## src/hw/rtl/vclit_pkg.sv

```systemverilog
// Shared types and constants of the value container lowest index table
package vclit_pkg;

    localparam int SLOT_INDEX_W = 10;
    localparam int VALUE_W      = 32;

    localparam logic ACT_CHANGE = 1'b0;
    localparam logic ACT_FIND   = 1'b1;

    typedef struct packed {
        logic                      valid;
        logic signed [VALUE_W-1:0] value;
    } vclit_entry_t;

    typedef struct packed {
        logic wr_en;
        logic rd_en;
    } vclit_mem_cmd_t;

endpackage

```

## src/hw/rtl/vclit_in_if.sv

```systemverilog
// Command channel: action, slot index and value with valid/ready
interface vclit_in_if
    import vclit_pkg::*;
();
    logic                           valid;
    logic                           ready;
    logic                           action;
    logic [SLOT_INDEX_W-1:0]        slot_index;
    logic signed [VALUE_W-1:0]      value;

    modport source (output valid, output action, output slot_index, output value,
                    input ready);
    modport sink   (input valid, input action, input slot_index, input value,
                    output ready);
endinterface

```

## src/hw/rtl/vclit_out_if.sv

```systemverilog
// Response channel: found flag and lowest matching slot with valid/ready
interface vclit_out_if
    import vclit_pkg::*;
();
    logic                    valid;
    logic                    ready;
    logic                    found;
    logic [SLOT_INDEX_W-1:0] lowest_slot;

    modport source (output valid, output found, output lowest_slot, input ready);
    modport sink   (input valid, input found, input lowest_slot, output ready);
endinterface

```

## src/hw/rtl/vclit_ctrl.sv

```systemverilog
// Sequencer: clear pass, slot writes, ordered scan and response register
module vclit_ctrl
    import vclit_pkg::*;
#(
    parameter int NUM_SLOTS = 1024,
    parameter int AW        = 10
) (
    input  logic           clk,
    input  logic           rst_n,
    vclit_in_if.sink       cmd,
    vclit_out_if.source    rsp,
    output vclit_mem_cmd_t mem_cmd,
    output logic [AW-1:0]  wr_addr,
    output vclit_entry_t   wr_data,
    output logic [AW-1:0]  rd_addr,
    input  vclit_entry_t   rd_data
);

    typedef enum logic [1:0] {
        ST_CLEAR,
        ST_IDLE,
        ST_SCAN,
        ST_DONE
    } state_t;

    localparam logic [AW-1:0] LAST_ADDR = AW'(NUM_SLOTS - 1);

    state_t                    state_reg;
    logic [AW-1:0]             clr_addr_reg;
    logic [AW-1:0]             scan_addr_reg;
    logic                      pend_reg;
    logic [AW-1:0]             pend_addr_reg;
    logic signed [VALUE_W-1:0] key_reg;
    logic                      res_found_reg;
    logic [AW-1:0]             res_slot_reg;
    logic                      rsp_valid_reg;
    logic                      rsp_found_reg;
    logic [SLOT_INDEX_W-1:0]   rsp_slot_reg;

    logic accept;
    logic in_range;
    logic match;
    logic last_check;
    logic rsp_free;

    assign cmd.ready  = (state_reg == ST_IDLE);
    assign accept     = cmd.valid && cmd.ready;
    assign in_range   = (32'(cmd.slot_index) < 32'(NUM_SLOTS));
    assign match      = pend_reg && rd_data.valid && (rd_data.value == key_reg);
    assign last_check = (pend_addr_reg == LAST_ADDR);
    assign rsp_free   = !rsp_valid_reg || rsp.ready;

    always_comb
    begin
        mem_cmd.wr_en = (state_reg == ST_CLEAR)
                     || (accept && (cmd.action == ACT_CHANGE) && in_range);
        mem_cmd.rd_en = (state_reg == ST_SCAN);
        if (state_reg == ST_CLEAR)
        begin
            wr_addr       = clr_addr_reg;
            wr_data.valid = 1'b0;
            wr_data.value = '0;
        end
        else
        begin
            wr_addr       = AW'(cmd.slot_index);
            wr_data.valid = 1'b1;
            wr_data.value = cmd.value;
        end
        rd_addr = scan_addr_reg;
    end

    always_ff @(posedge clk or negedge rst_n)
    begin
        if (!rst_n)
        begin
            state_reg     <= ST_CLEAR;
            clr_addr_reg  <= '0;
            scan_addr_reg <= '0;
            pend_reg      <= 1'b0;
            rsp_valid_reg <= 1'b0;
        end
        else
        begin
            if (rsp_valid_reg && rsp.ready && (state_reg != ST_DONE))
            begin
                rsp_valid_reg <= 1'b0;
            end
            case (state_reg)
                ST_CLEAR:
                begin
                    clr_addr_reg <= clr_addr_reg + 1'b1;
                    if (clr_addr_reg == LAST_ADDR)
                    begin
                        state_reg <= ST_IDLE;
                    end
                end
                ST_IDLE:
                begin
                    if (accept && (cmd.action == ACT_FIND))
                    begin
                        key_reg       <= cmd.value;
                        scan_addr_reg <= '0;
                        pend_reg      <= 1'b0;
                        state_reg     <= ST_SCAN;
                    end
                end
                ST_SCAN:
                begin
                    // advance the read pointer; check the beat read last cycle
                    pend_reg      <= 1'b1;
                    pend_addr_reg <= scan_addr_reg;
                    if (scan_addr_reg != LAST_ADDR)
                    begin
                        scan_addr_reg <= scan_addr_reg + 1'b1;
                    end
                    if (match)
                    begin
                        res_found_reg <= 1'b1;
                        res_slot_reg  <= pend_addr_reg;
                        pend_reg      <= 1'b0;
                        state_reg     <= ST_DONE;
                    end
                    else if (pend_reg && last_check)
                    begin
                        res_found_reg <= 1'b0;
                        res_slot_reg  <= '0;
                        pend_reg      <= 1'b0;
                        state_reg     <= ST_DONE;
                    end
                end
                ST_DONE:
                begin
                    // hold the result until the response register frees up
                    if (rsp_free)
                    begin
                        rsp_valid_reg <= 1'b1;
                        rsp_found_reg <= res_found_reg;
                        rsp_slot_reg  <= SLOT_INDEX_W'(res_slot_reg);
                        state_reg     <= ST_IDLE;
                    end
                    else
                    begin
                        rsp_valid_reg <= rsp_valid_reg;
                    end
                end
                default:
                begin
                    state_reg <= ST_IDLE;
                end
            endcase
        end
    end

    assign rsp.valid       = rsp_valid_reg;
    assign rsp.found       = rsp_found_reg;
    assign rsp.lowest_slot = rsp_slot_reg;

endmodule

```

## src/flat_wrapper.sv

```systemverilog
// flat-port wrapper written by rule: the top's interface ports become plain ports
module vclit_ctrl_flat import vclit_pkg::*;
#(
    parameter int NUM_SLOTS = 1024,
    parameter int AW        = 10
)
  (clk, rst_n, mem_cmd, wr_addr, wr_data, rd_addr, rd_data, cmd_valid, cmd_action, cmd_slot_index, cmd_value, cmd_ready, rsp_valid, rsp_found, rsp_lowest_slot, rsp_ready);
  vclit_in_if cmd_i ();
  vclit_out_if rsp_i ();
  input  logic clk;
  input  logic rst_n;
  output vclit_mem_cmd_t mem_cmd;
  output logic [AW-1:0] wr_addr;
  output vclit_entry_t wr_data;
  output logic [AW-1:0] rd_addr;
  input  vclit_entry_t rd_data;
  input wire logic [$bits(cmd_i.valid)-1:0] cmd_valid;
  input wire logic [$bits(cmd_i.action)-1:0] cmd_action;
  input wire logic [$bits(cmd_i.slot_index)-1:0] cmd_slot_index;
  input wire logic [$bits(cmd_i.value)-1:0] cmd_value;
  output wire logic [$bits(cmd_i.ready)-1:0] cmd_ready;
  output wire logic [$bits(rsp_i.valid)-1:0] rsp_valid;
  output wire logic [$bits(rsp_i.found)-1:0] rsp_found;
  output wire logic [$bits(rsp_i.lowest_slot)-1:0] rsp_lowest_slot;
  input wire logic [$bits(rsp_i.ready)-1:0] rsp_ready;
  assign cmd_i.valid = cmd_valid;
  assign cmd_i.action = cmd_action;
  assign cmd_i.slot_index = cmd_slot_index;
  assign cmd_i.value = cmd_value;
  assign cmd_ready = cmd_i.ready;
  assign rsp_valid = rsp_i.valid;
  assign rsp_found = rsp_i.found;
  assign rsp_lowest_slot = rsp_i.lowest_slot;
  assign rsp_i.ready = rsp_ready;
  vclit_ctrl #(.NUM_SLOTS(NUM_SLOTS), .AW(AW)) u_core (.clk(clk), .rst_n(rst_n), .cmd(cmd_i), .rsp(rsp_i), .mem_cmd(mem_cmd), .wr_addr(wr_addr), .wr_data(wr_data), .rd_addr(rd_addr), .rd_data(rd_data));
endmodule
```

## config.mk

```make
export PLATFORM = sky130hd
export DESIGN_NAME = vclit_ctrl_flat
export DESIGN_NICKNAME = d
export VERILOG_FILES = /design/src/hw/rtl/vclit_pkg.sv /design/src/hw/rtl/vclit_in_if.sv /design/src/hw/rtl/vclit_out_if.sv /design/src/hw/rtl/vclit_ctrl.sv /design/src/flat_wrapper.sv
export SDC_FILE = /design/constraint.sdc
export NUM_CORES = 1
export LEC_CHECK = 0
export BUFFER_PORTS_ARGS = -buffer_cell sky130_fd_sc_hd__buf_2
export CAP_MARGIN = 10
export CORE_UTILIZATION = 45
export DETAILED_ROUTE_END_ITERATION = 10
export GPL_ROUTABILITY_DRIVEN = 0
export PLACE_DENSITY = 0.76
export RECOVER_POWER = 100
export REMOVE_ABC_BUFFERS = 1
export SLEW_MARGIN = 20
export SYNTH_ARGS = -nofsm -noshare
export SYNTH_HDL_FRONTEND = slang
export SYNTH_SLANG_ARGS = --single-unit
export TNS_END_PERCENT = 5
```

## constraint.sdc

```tcl
create_clock -name clk -period 2.8 [get_ports clk]
set_clock_uncertainty 0.1 [all_clocks]
set_input_delay 0.84 -clock clk [delete_from_list [all_inputs] [get_ports clk]]
set_output_delay 0.84 -clock clk [all_outputs]
set_load 0.03 [all_outputs]
```

==> summary.txt, run 1 <==
Status
  – Status: finished, final reports clean

Final layout
  – Non-Filler Instances: 576
  – Number of flip-flops under the largest register name: 32
  – FF+latch area: 2520 um^2
  – Area of the multi-input gates: 1410 um^2
  – Fin util: 0.582
  – Fill cell count: 773
  – Layout Nets: 550
  – Fin area: 5050 um^2
  – Layout cell share with drive strength beyond 1: 0.316
  – Ant diodes: 0
  – P&R area growth vs syn: 26.4%

Clock network
  – Setup Fix Bufs, Post-CTS: 0
  – Deepest clock path buffer count: 2
  – CTS tree: yes
  – Root buffer cell: clkbuf_8
  – Sink Count: 88
  – Cts bufs inserted: 9
  – Clock-pin slew on the worst setup and hold paths: 0.09 ns
  – H-tree Lvls: 3
  – Clk_lat worst skew: 0.35 ns

Synth
  – Count leader, synth: edfxtp_1
  – Synth Warn #: 0
  – Syn avg cell area: 13.2 um^2
  – Most frequent cells after synthesis: 64 x edfxtp_1, 38 x xor2_1, 32 x nor2b_1
  – Post-Syn Area: 4000 um^2
  – Area leader, netlist: edfxtp_1
  – Most used DFF post-synth: edfxtp_1
  – Fraction of registers with async set/reset: 0.273
  – Seq/Total Area, Yosys: 0.631
  – Synth unique cells: 33
  – Main area contributors after synthesis: edfxtp_1 48%, dfrtp_1 15%, xor2_1 8.3%
  – Flop and latch count out of synthesis: 88
  – Cells after Synth: 303
  – Post-synth top area share: 0.481
  – EDFF count, synth: 64

Floorplanning
  – Core area: 8680 um^2
  – Die H: 96.3 um
  – Starting Density: 0.461
  – Core Rows: 34
  – X dimension of the die: 96.3 um
  – Full die area: 9260 um^2
  – Ports: 148

Detailed routing
  – Initial DRC Count: 68
  – Final wirelength: 7910 um
  – Antenna-violating nets left: 0
  – Wirelength per Cell: 13.7 um
  – Via count: 2837
  – # DRC: 0
  – Pre-antenna DRT Iters: 6
  – Vias/cell: 4.93

Timing
  – Slew margin rel.: 0.278
  – RSZ-0062 raised after global routing: true
  – Final setup margin: 0.0887 ns
  – Fin crit period: 2.71 ns
  – Fmax: 369 MHz
  – Least-Margin Pin Slew: 1.08 ns
  – Max Transition Viols Final: 0
  – Hold Slack: 0.289 ns
  – Final worst-path cycle share: 0.968
  – Fin. Hold Viols: 0
  – Final Setup Violations: 0
  – Final TNS setup: 0 ns

Power and ir drop
  – Leakage: 2.13 nW
  – PD cells: 864 nW/um^2
  – Total power: 4.37 mW
  – Peak supply drop: 0.460 mV

Placement
  – Placed cell areas: 4920 um^2
  – Pre-CTS WS: 0.0425 ns
  – Placed Cells: 560
  – HPWL after DPL: 6150 um
  – I/O Buffers: 147

Global routing
  – GR Util met2: 0.265
  – Total congestion overflow: 0
  – Largest net degree at the start of global routing: 33
  – Met1 Track Usage GR: 0.221
  – Met3 track demand over resource: 0.0371
  – Vias in the first global route: 2444
  – GRT Max-Usage Layer: met2
  – Initial antenna violation count: 0
  – GRT Total Usage: 0.166
  – Global-route wire length before repair: 11400 um

Hold path
  – Hold WC Path Type: in -> async

Critical path
  – Worst EP arrival: 1.77 ns
  – CP Launch Type: register
  – Critical path type: reg -> out
  – Largest fanout on the critical path: 21
  – CP required: 1.86 ns
  – Crit end category: output pin

Job
  – Max_cap viols: 0
## cell families (layout without fill, tap and decap cells)
logic type | count (synthesis) | after routing | share of synthesized area
adder cells (fa/ha/maj) | 7 | 7 | 0.0219
XOR/XNOR | 47 | 47 | 0.103
AO/OA/AOI/OAI | 20 | 20 | 0.0347
flip-flops | 88 | 88 | 0.631
AND/OR/NAND/NOR | 115 | 115 | 0.161
buffers and inverters | 14 | 179 | 0.0150
multiplexers | 12 | 12 | 0.0335
## worst max-delay path: stages (launching register included)
cell and delay, ns:
dfrtp_2 0.46, inv_4 0.10, ha_4 0.30, mux2_2 0.38
buf_2 0.18
## cell type report
cell class | instances | share of cell area
clock buffers | 9 | 0.0245
clock inverters | 7 | 0.0196
inverters | 8 | 0.00644
multi-input cells | 201 | 0.279
flip-flops and latches | 88 | 0.500
well taps | 108 | 0.0267
repair buffers | 155 | 0.144
## layer usage
metal | part of all wire | routed length (um) | up-vias
li1 | - | - | 1395
met1 | 0.43 | 3440 | 1339
met2 | 0.50 | 3990 | 94
met3 | 0.048 | 378 | 9
met4 | 0.013 | 99 | 0
met5 | 0 | 0 | -
## worst paths after layout
check | endpoint | start | depth (start not counted) | slack, ns
worst max-delay path | wr_addr[4] | u_core.state_reg[1]$_DFFE_PN0P_ | 4 | 0.09
worst min-delay path | u_core.rsp.valid$_DFFE_PN0P_ | rst_n | 1 | 0.29
worst max register to register | u_core.rd_addr[6]$_DFFE_PN0P_ | u_core.state_reg[0]$_DFFE_PN0P_ | 8 | 0.28
worst min register to register | u_core.rsp.lowest_slot[9]$_DFFE_PP_ | u_core.res_slot_reg[9]$_SDFFCE_PN0P_ | 0 | 0.32
max in group asynchronous | u_core.clr_addr_reg[9]$_DFFE_PN0P_ | rst_n | 2 | 0.98
min in group clk | u_core.rsp.lowest_slot[9]$_DFFE_PP_ | u_core.res_slot_reg[9]$_SDFFCE_PN0P_ | 0 | 0.32
## what timing repair did
| action | 4_1_cts | 5_1_grt |
|---|---|---|
| endpoints found under the setup margin | 43 | 41 |
| pin swaps | 0 | 1 |
| hold buffers | 0 | 0 |
| gates resized for setup | 3 | 3 |
## report_power, final
group          internal, mW  leakage (nW)  total (mW)  switching [mW]
clock                 0.510         0.111       0.971           0.460
sequential             1.58         0.926        1.74           0.153
combinational         0.538          1.10        1.66            1.12
total                  2.63          2.13        4.37            1.74
## layout by cell type, fill, tap and decap left out, types with 3 or more instances in the layout
cell and instances:
dfrtp_1 22, xor2_1 38, inv_1 6, nor2_1 13, clkbuf_8 9, and2_2 10, and3_1 4, buf_2 77
nand2_1 17, ha_1 6, clkbuf_2 25, inv_6 3, nor4_1 7, edfxtp_1 64, nor3_1 4, mux2_2 11
xnor2_1 9, clkbuf_1 48, o21ai_0 7, nor2b_1 32, nand4_1 10, nand2b_1 3, nand3_1 14, buf_4 3
Note: power is estimated with default switching activity, not from simulation.
==> run 2: changes to the inputs <==
- PLACE_DENSITY: 0.76 -> 0.83
==> summary.txt, run 2 (synthesized netlist as in run 1, its figures left out) <==
Floorplanning
  – Core area: 8680 um^2 (unchanged)
  – X dimension of the die: 96.3 um (unchanged)
  – Full die area: 9260 um^2 (unchanged)
  – Starting Density: 0.461 (unchanged)
  – Core Rows: 34 (unchanged)
  – Die H: 96.3 um (unchanged)
  – Ports: 148 (unchanged)

Clock network
  – Deepest clock path buffer count: 2 (unchanged)
  – Post-CTS Hold Fix Bufs: 0 (unchanged)
  – Cts bufs inserted: 9 (unchanged)
  – Clock-pin slew on the worst setup and hold paths: 0.09 ns (about the same)
  – Clk_lat worst skew: 0.35 ns (about the same)
  – H-tree Lvls: 3 (unchanged)
  – Sink Count: 88 (unchanged)
  – CTS tree: yes (unchanged)
  – Root buffer cell: clkbuf_8 (unchanged)

Final layout
  – P&R area growth vs syn: 26.2% (was 26.4%)
  – Fin util: 0.581 (was 0.582)
  – Number of flip-flops under the largest register name: 32 (unchanged)
  – Ant diodes: 0 (unchanged)
  – Fill cell count: 750 (was 773)
  – Layout Nets: 550 (unchanged)
  – Most common cell after layout, fill and taps aside: edfxtp_1 (was buf_2)
  – Layout cell share with drive strength beyond 1: 0.314 (was 0.316)
  – Commonest cells after routing, fill and taps aside: 64 x edfxtp_1, 60 x buf_2, 51 x clkbuf_1 (was 77 x buf_2, 64 x edfxtp_1, 48 x clkbuf_1)

Critical path
  – Worst EP arrival: 1.75 ns (was 1.77 ns)
  – Worst path cell trace: inv_2 -> ha_4 -> mux2_2 -> clkbuf_2 (was inv_4 -> ha_4 -> mux2_2 -> buf_2)
  – CP required: 1.86 ns (about the same)
  – R2r worst-path depth: 8 (unchanged)
  – Buf+Inv Stages, Crit Path: 2 (unchanged)
  – Largest fanout on the critical path: 17 (was 21)
  – CP max stage delay: 0.46 ns (about the same)
  – Reg2reg end: u_core.rd_addr[4]$_DFFE_PN0P_ (was u_core.rd_addr[6]$_DFFE_PN0P_)
  – Crit path launch: u_core.state_reg[0]$_DFFE_PN0P_ (was u_core.state_reg[1]$_DFFE_PN0P_)
  – Critical Path Slowest Stage Cell: dfrtp_2 (unchanged)
  – CP Launch Type: register (unchanged)
  – Total number of cells along the worst setup path: 4 (unchanged)
  – Crit end category: output pin (unchanged)
  – R2R Setup Slk: 0.32 ns (was 0.28 ns)
  – Worst path top cell family by delay: flip-flops (unchanged)
  – Worst R2R Start: u_core.state_reg[0]$_DFFE_PN0P_ (unchanged)
  – Critical path type: reg -> out (unchanged)

Hold path
  – Hold WC Path Type: in -> async (unchanged)

Status
  – Status: finished, final reports clean (unchanged)

Detailed routing
  – Final wirelength: 8040 um (was 7910 um)
  – Antenna-violating nets left: 0 (unchanged)
  – Initial DRC Count: 92 (was 68)
  – Vias/cell: 4.83 (was 4.93)
  – # DRC: 0 (unchanged)
  – Pre-antenna DRT Iters: 6 (unchanged)
  – Wirelength per Cell: 14.0 um (was 13.7 um)
  – Via count: 2784 (was 2837)

Timing
  – Final worst-path cycle share: 0.961 (was 0.968)
  – Fin. Hold Viols: 0 (unchanged)
  – Fin crit period: 2.69 ns (was 2.71 ns)
  – Final Setup Violations: 0 (unchanged)
  – Slew margin rel.: 0.275 (was 0.278)
  – Final TNS setup: 0 ns (unchanged)
  – Max Transition Viols Final: 0 (unchanged)
  – Least-Margin Pin Slew: 1.09 ns (was 1.08 ns)
  – Fmax: 372 MHz (was 369 MHz)
  – RSZ-0062 raised after global routing: false (was true)

Power and ir drop
  – Seq pwr share: 0.398 (was 0.397)
  – Logic pwr share: 0.380 (about the same)
  – Clock power share: 0.222 (about the same)
  – Peak supply drop: 0.555 mV (was 0.460 mV)
  – Switching power: 1.73 mW (was 1.74 mW)
  – Leakage: 2.11 nW (was 2.13 nW)
  – PD cells: 864 nW/um^2 (about the same)
  – Sw Ratio: 0.397 (about the same)
  – Power Internal: 2.63 mW (about the same)
  – Total power: 4.36 mW (was 4.37 mW)

Global routing
  – Largest net degree at the start of global routing: 33 (unchanged)
  – GRT Total Usage: 0.170 (was 0.166)
  – Global-route wire length before repair: 11500 um (was 11400 um)
  – Total congestion overflow: 0 (unchanged)
  – Initial antenna violation count: 0 (unchanged)
  – Vias in the first global route: 2521 (was 2444)

Placement
  – I/O Buffers: 147 (unchanged)
  – HPWL after DPL: 6220 um (was 6150 um)

Job
  – Max_cap viols: 0 (unchanged)
-- run 2: how the worst max path moves through the flow --
stage          slack [ns]                                    to
3_5_place_dp         0.16  u_core.res_slot_reg[6]$_SDFFCE_PN0P_
2_1_floorplan       -0.57                            mem_cmd[1]
6_report             0.11                            wr_addr[3]
4_1_cts              0.02                           wr_data[29]
3_3_place_gp         0.20  u_core.res_slot_reg[7]$_SDFFCE_PN0P_
5_1_grt              0.01                            wr_addr[3]
-- run 2: worst register-to-register path, cell delays in order, from the launching register on --
cell     delay, ns
dfrtp_2       0.46
inv_2         0.10
ha_1          0.36
inv_1         0.17
o21a_1        0.26
a21oi_1       0.50
nand4_1       0.19
xor2_1        0.17
nor2_1        0.06
-- run 2: per-layer routing --
metal,routed length (um),GRT usage,up-vias
met5,0,0,-
met4,168,0.0721,0
met3,458,0.0419,12
met2,4190,0.299,99
met1,3230,0.197,1282
li1,-,-,1391
-- run 2: power groups by stage --
stage	clock network (mW)	registers (mW)	logic (mW)
4_1_cts	1.00	1.73	1.70
2_1_floorplan	0	1.80	1.08
3_3_place_gp	0	1.74	1.62
6_report	0.968	1.73	1.66
3_5_place_dp	0	1.75	1.67
5_1_grt	1.06	1.76	1.82
-- run 2: cell type report --
cell class / instances / area [um^2] / share of cell area
flip-flops and latches: 88 / 2520 / 0.500
repair buffers: 155 / 721 / 0.143
multi-input cells: 201 / 1410 / 0.279
clock buffers: 9 / 124 / 0.0245
clock inverters: 7 / 101 / 0.0201
inverters: 8 / 30.0 / 0.00595
well taps: 108 / 135 / 0.0268
-- run 2: repair_timing --
action                                  CTS  global route
endpoints found under the setup margin   42            31
buffers inserted                          0             0
resized for setup                         1             5
-- run 2: metrics by stage --
| stage | hold slack (ns) | setup slack, ns | cells | cell area, um^2 |
|---|---|---|---|---|
| after detailed placement | 0.305 | 0.164 | 560 | 4920 |
| after floorplan | 0.300 | -0.572 | 297 | 3970 |
| after global placement | 0.305 | 0.204 | 560 | 4920 |
| after global routing | 0.273 | 0.0146 | 576 | 5050 |
| final | 0.268 | 0.111 | 576 | 5050 |
| after CTS | 0.182 | 0.0171 | 576 | 5150 |
==> run 3: changes to the inputs <==
- PLACE_DENSITY: 0.83 -> 0.8
- clock period: 2.8 -> 2.6 ns (I/O delays scaled with it)
==> summary.txt, run 3 (synthesized netlist as in run 1, its figures left out) <==
Final layout
  – Ant diodes: 0 (unchanged)
  – FF+latch area: 2520 um^2 (about the same)
  – Area of the multi-input gates: 1440 um^2 (was 1410 um^2)
  – Fill cell count: 700 (was 750)
  – Commonest cells after routing, fill and taps aside: 112 x buf_2, 64 x edfxtp_1, 38 x xor2_1 (was 64 x edfxtp_1, 60 x buf_2, 51 x clkbuf_1)
  – Layout Nets: 559 (was 550)
  – P&R area growth vs syn: 32.1% (was 26.2%)
  – Fin util: 0.608 (was 0.581)
  – Number of flip-flops under the largest register name: 32 (unchanged)
  – Most common cell after layout, fill and taps aside: buf_2 (was edfxtp_1)
  – Layout cell share with drive strength beyond 1: 0.409 (was 0.314)

Critical path
  – Crit end category: output pin (unchanged)
  – Buf+Inv Stages, Crit Path: 5 (was 2)
  – Worst path cell trace: inv_2 -> ha_4 -> buf_6 -> buf_4 -> buf_4 -> nor2b_1 -> buf_4 (was inv_2 -> ha_4 -> mux2_2 -> clkbuf_2)
  – Largest fanout on the critical path: 8 (was 17)
  – Reg2reg end: u_core.state_reg[1]$_DFFE_PN0P_ (was u_core.rd_addr[4]$_DFFE_PN0P_)
  – R2R Setup Slk: 0.37 ns (was 0.32 ns)
  – Most used cell, CP: buf_4
  – Critical path type: reg -> out (unchanged)
  – CP required: 1.72 ns (was 1.86 ns)
  – Worst path top cell family by delay: buffers and inverters (was flip-flops)
  – Worst EP arrival: 1.69 ns (was 1.75 ns)
  – R2r worst-path depth: 8 (unchanged)
  – CP Launch Type: register (unchanged)
  – CP max stage delay: 0.39 ns (was 0.46 ns)
  – Critical Path Slowest Stage Cell: dfrtp_1 (was dfrtp_2)
  – Worst R2R Start: u_core.state_reg[0]$_DFFE_PN0P_ (unchanged)

Timing
  – Max Transition Viols Final: 0 (unchanged)
  – Fin crit period: 2.57 ns
  – Fmax: 389 MHz
  – Slew margin rel.: 0.278 (was 0.275)
  – Fin. Hold Viols: 0 (unchanged)
  – Final TNS setup: 0 ns (unchanged)
  – Hold Slack: 0.222 ns (was 0.268 ns)
  – Final Setup Violations: 0 (unchanged)
  – Least-Margin Pin Slew: 1.08 ns (was 1.09 ns)
  – RSZ-0062 raised after global routing: true (was false)
  – Final worst-path cycle share: 0.989

Clock network
  – Sink Count: 88 (unchanged)
  – Clock-pin slew on the worst setup and hold paths: 0.09 ns (about the same)
  – Cts bufs inserted: 9 (unchanged)
  – Clk_lat worst skew: 0.34 ns (was 0.35 ns)
  – Deepest clock path buffer count: 2 (unchanged)
  – H-tree Lvls: 3 (unchanged)
  – CTS tree: yes (unchanged)
  – Root buffer cell: clkbuf_8 (unchanged)

Detailed routing
  – Antenna-violating nets left: 0 (unchanged)
  – Final wirelength: 8080 um (was 8040 um)
  – # DRC: 0 (unchanged)
  – Vias/cell: 4.97 (was 4.83)
  – Initial DRC Count: 97 (was 92)
  – Wirelength per Cell: 13.8 um (was 14.0 um)
  – Pre-antenna DRT Iters: 7 (was 6)
  – Via count: 2907 (was 2784)

Status
  – Status: finished, final reports clean (unchanged)

Global routing
  – Largest net degree at the start of global routing: 33 (unchanged)
  – Global-route wire length before repair: 11800 um (was 11500 um)
  – Total congestion overflow: 0 (unchanged)
  – Initial antenna violation count: 0 (unchanged)
  – Vias in the first global route: 2637 (was 2521)
  – GRT Total Usage: 0.174 (was 0.170)

Hold path
  – Hold WC Path Type: in -> async (unchanged)

Job
  – Max_cap viols: 0 (unchanged)

Floorplanning
  – Ports: 148 (unchanged)
  – Core Rows: 34 (unchanged)
  – Core area: 8680 um^2 (unchanged)
  – X dimension of the die: 96.3 um (unchanged)
  – Full die area: 9260 um^2 (unchanged)
  – Die H: 96.3 um (unchanged)
  – Starting Density: 0.461 (unchanged)

Placement
  – I/O Buffers: 147 (unchanged)
  – HPWL after DPL: 6070 um (was 6220 um)

Power and ir drop
  – Leakage: 2.33 nW (was 2.11 nW)
  – Peak supply drop: 0.551 mV (was 0.555 mV)
  – PD cells: 929 nW/um^2 (was 864 nW/um^2)
  – Total power: 4.90 mW (was 4.36 mW)
==> run 3: routing by layer <==
metal | up-vias | share of wire | global-route usage
li1 | 1416 | - | -
met1 | 1367 | 0.41 | 0.205
met2 | 106 | 0.52 | 0.303
met3 | 18 | 0.047 | 0.0253
met4 | 0 | 0.027 | 0.0958
met5 | - | 0 | 0
==> run 3: worst max path at each step <==
stage / start / to / cells after the start
floorplan: u_core.state_reg[0]$_DFFE_PN0P_ / mem_cmd[1] / 4
global route: u_core.state_reg[1]$_DFFE_PN0P_ / wr_data[25] / 7
finish: u_core.state_reg[1]$_DFFE_PN0P_ / wr_data[21] / 7
global placement: rd_data[26] / u_core.res_slot_reg[9]$_SDFFCE_PN0P_ / 7
CTS: u_core.state_reg[1]$_DFFE_PN0P_ / wr_data[23] / 7
detailed placement: rd_data[7] / u_core.res_slot_reg[7]$_SDFFCE_PN0P_ / 7
==> run 3: area by class of cell <==
class | count | share of cell area
timing repair buffer | 164 | 0.176
tap | 108 | 0.0256
clock inverter | 7 | 0.0180
clock buffer | 9 | 0.0235
multi-input combinational | 201 | 0.273
sequential | 88 | 0.478
inverter | 8 | 0.00569
==> run 3: power breakdown <==
group,internal (mW),total [mW],switching [mW]
logic,0.775,2.06,1.28
registers,1.70,1.85,0.150
clock network,0.476,0.996,0.521
total,2.95,4.90,1.95
==> run 3: timing repair <==
action | in CTS | in global routing
cloned | 0 | 0
gates resized for setup | 10 | 28
endpoints found under the setup margin | 43 | 33
setup buffers | 4 | 1
pin swaps | 1 | 0
hold buffers | 0 | 0
==> run 3: per-stage QoR <==
stage / worst slack (ns) / cell area [um^2] / std cells
2_1_floorplan: -0.712 / 3970 / 297
3_3_place_gp: 0.0135 / 4950 / 564
3_5_place_dp: 0.00656 / 4950 / 564
4_1_cts: 0.0228 / 5240 / 584
5_1_grt: -0.0651 / 5280 / 585
6_report: 0.0289 / 5280 / 585
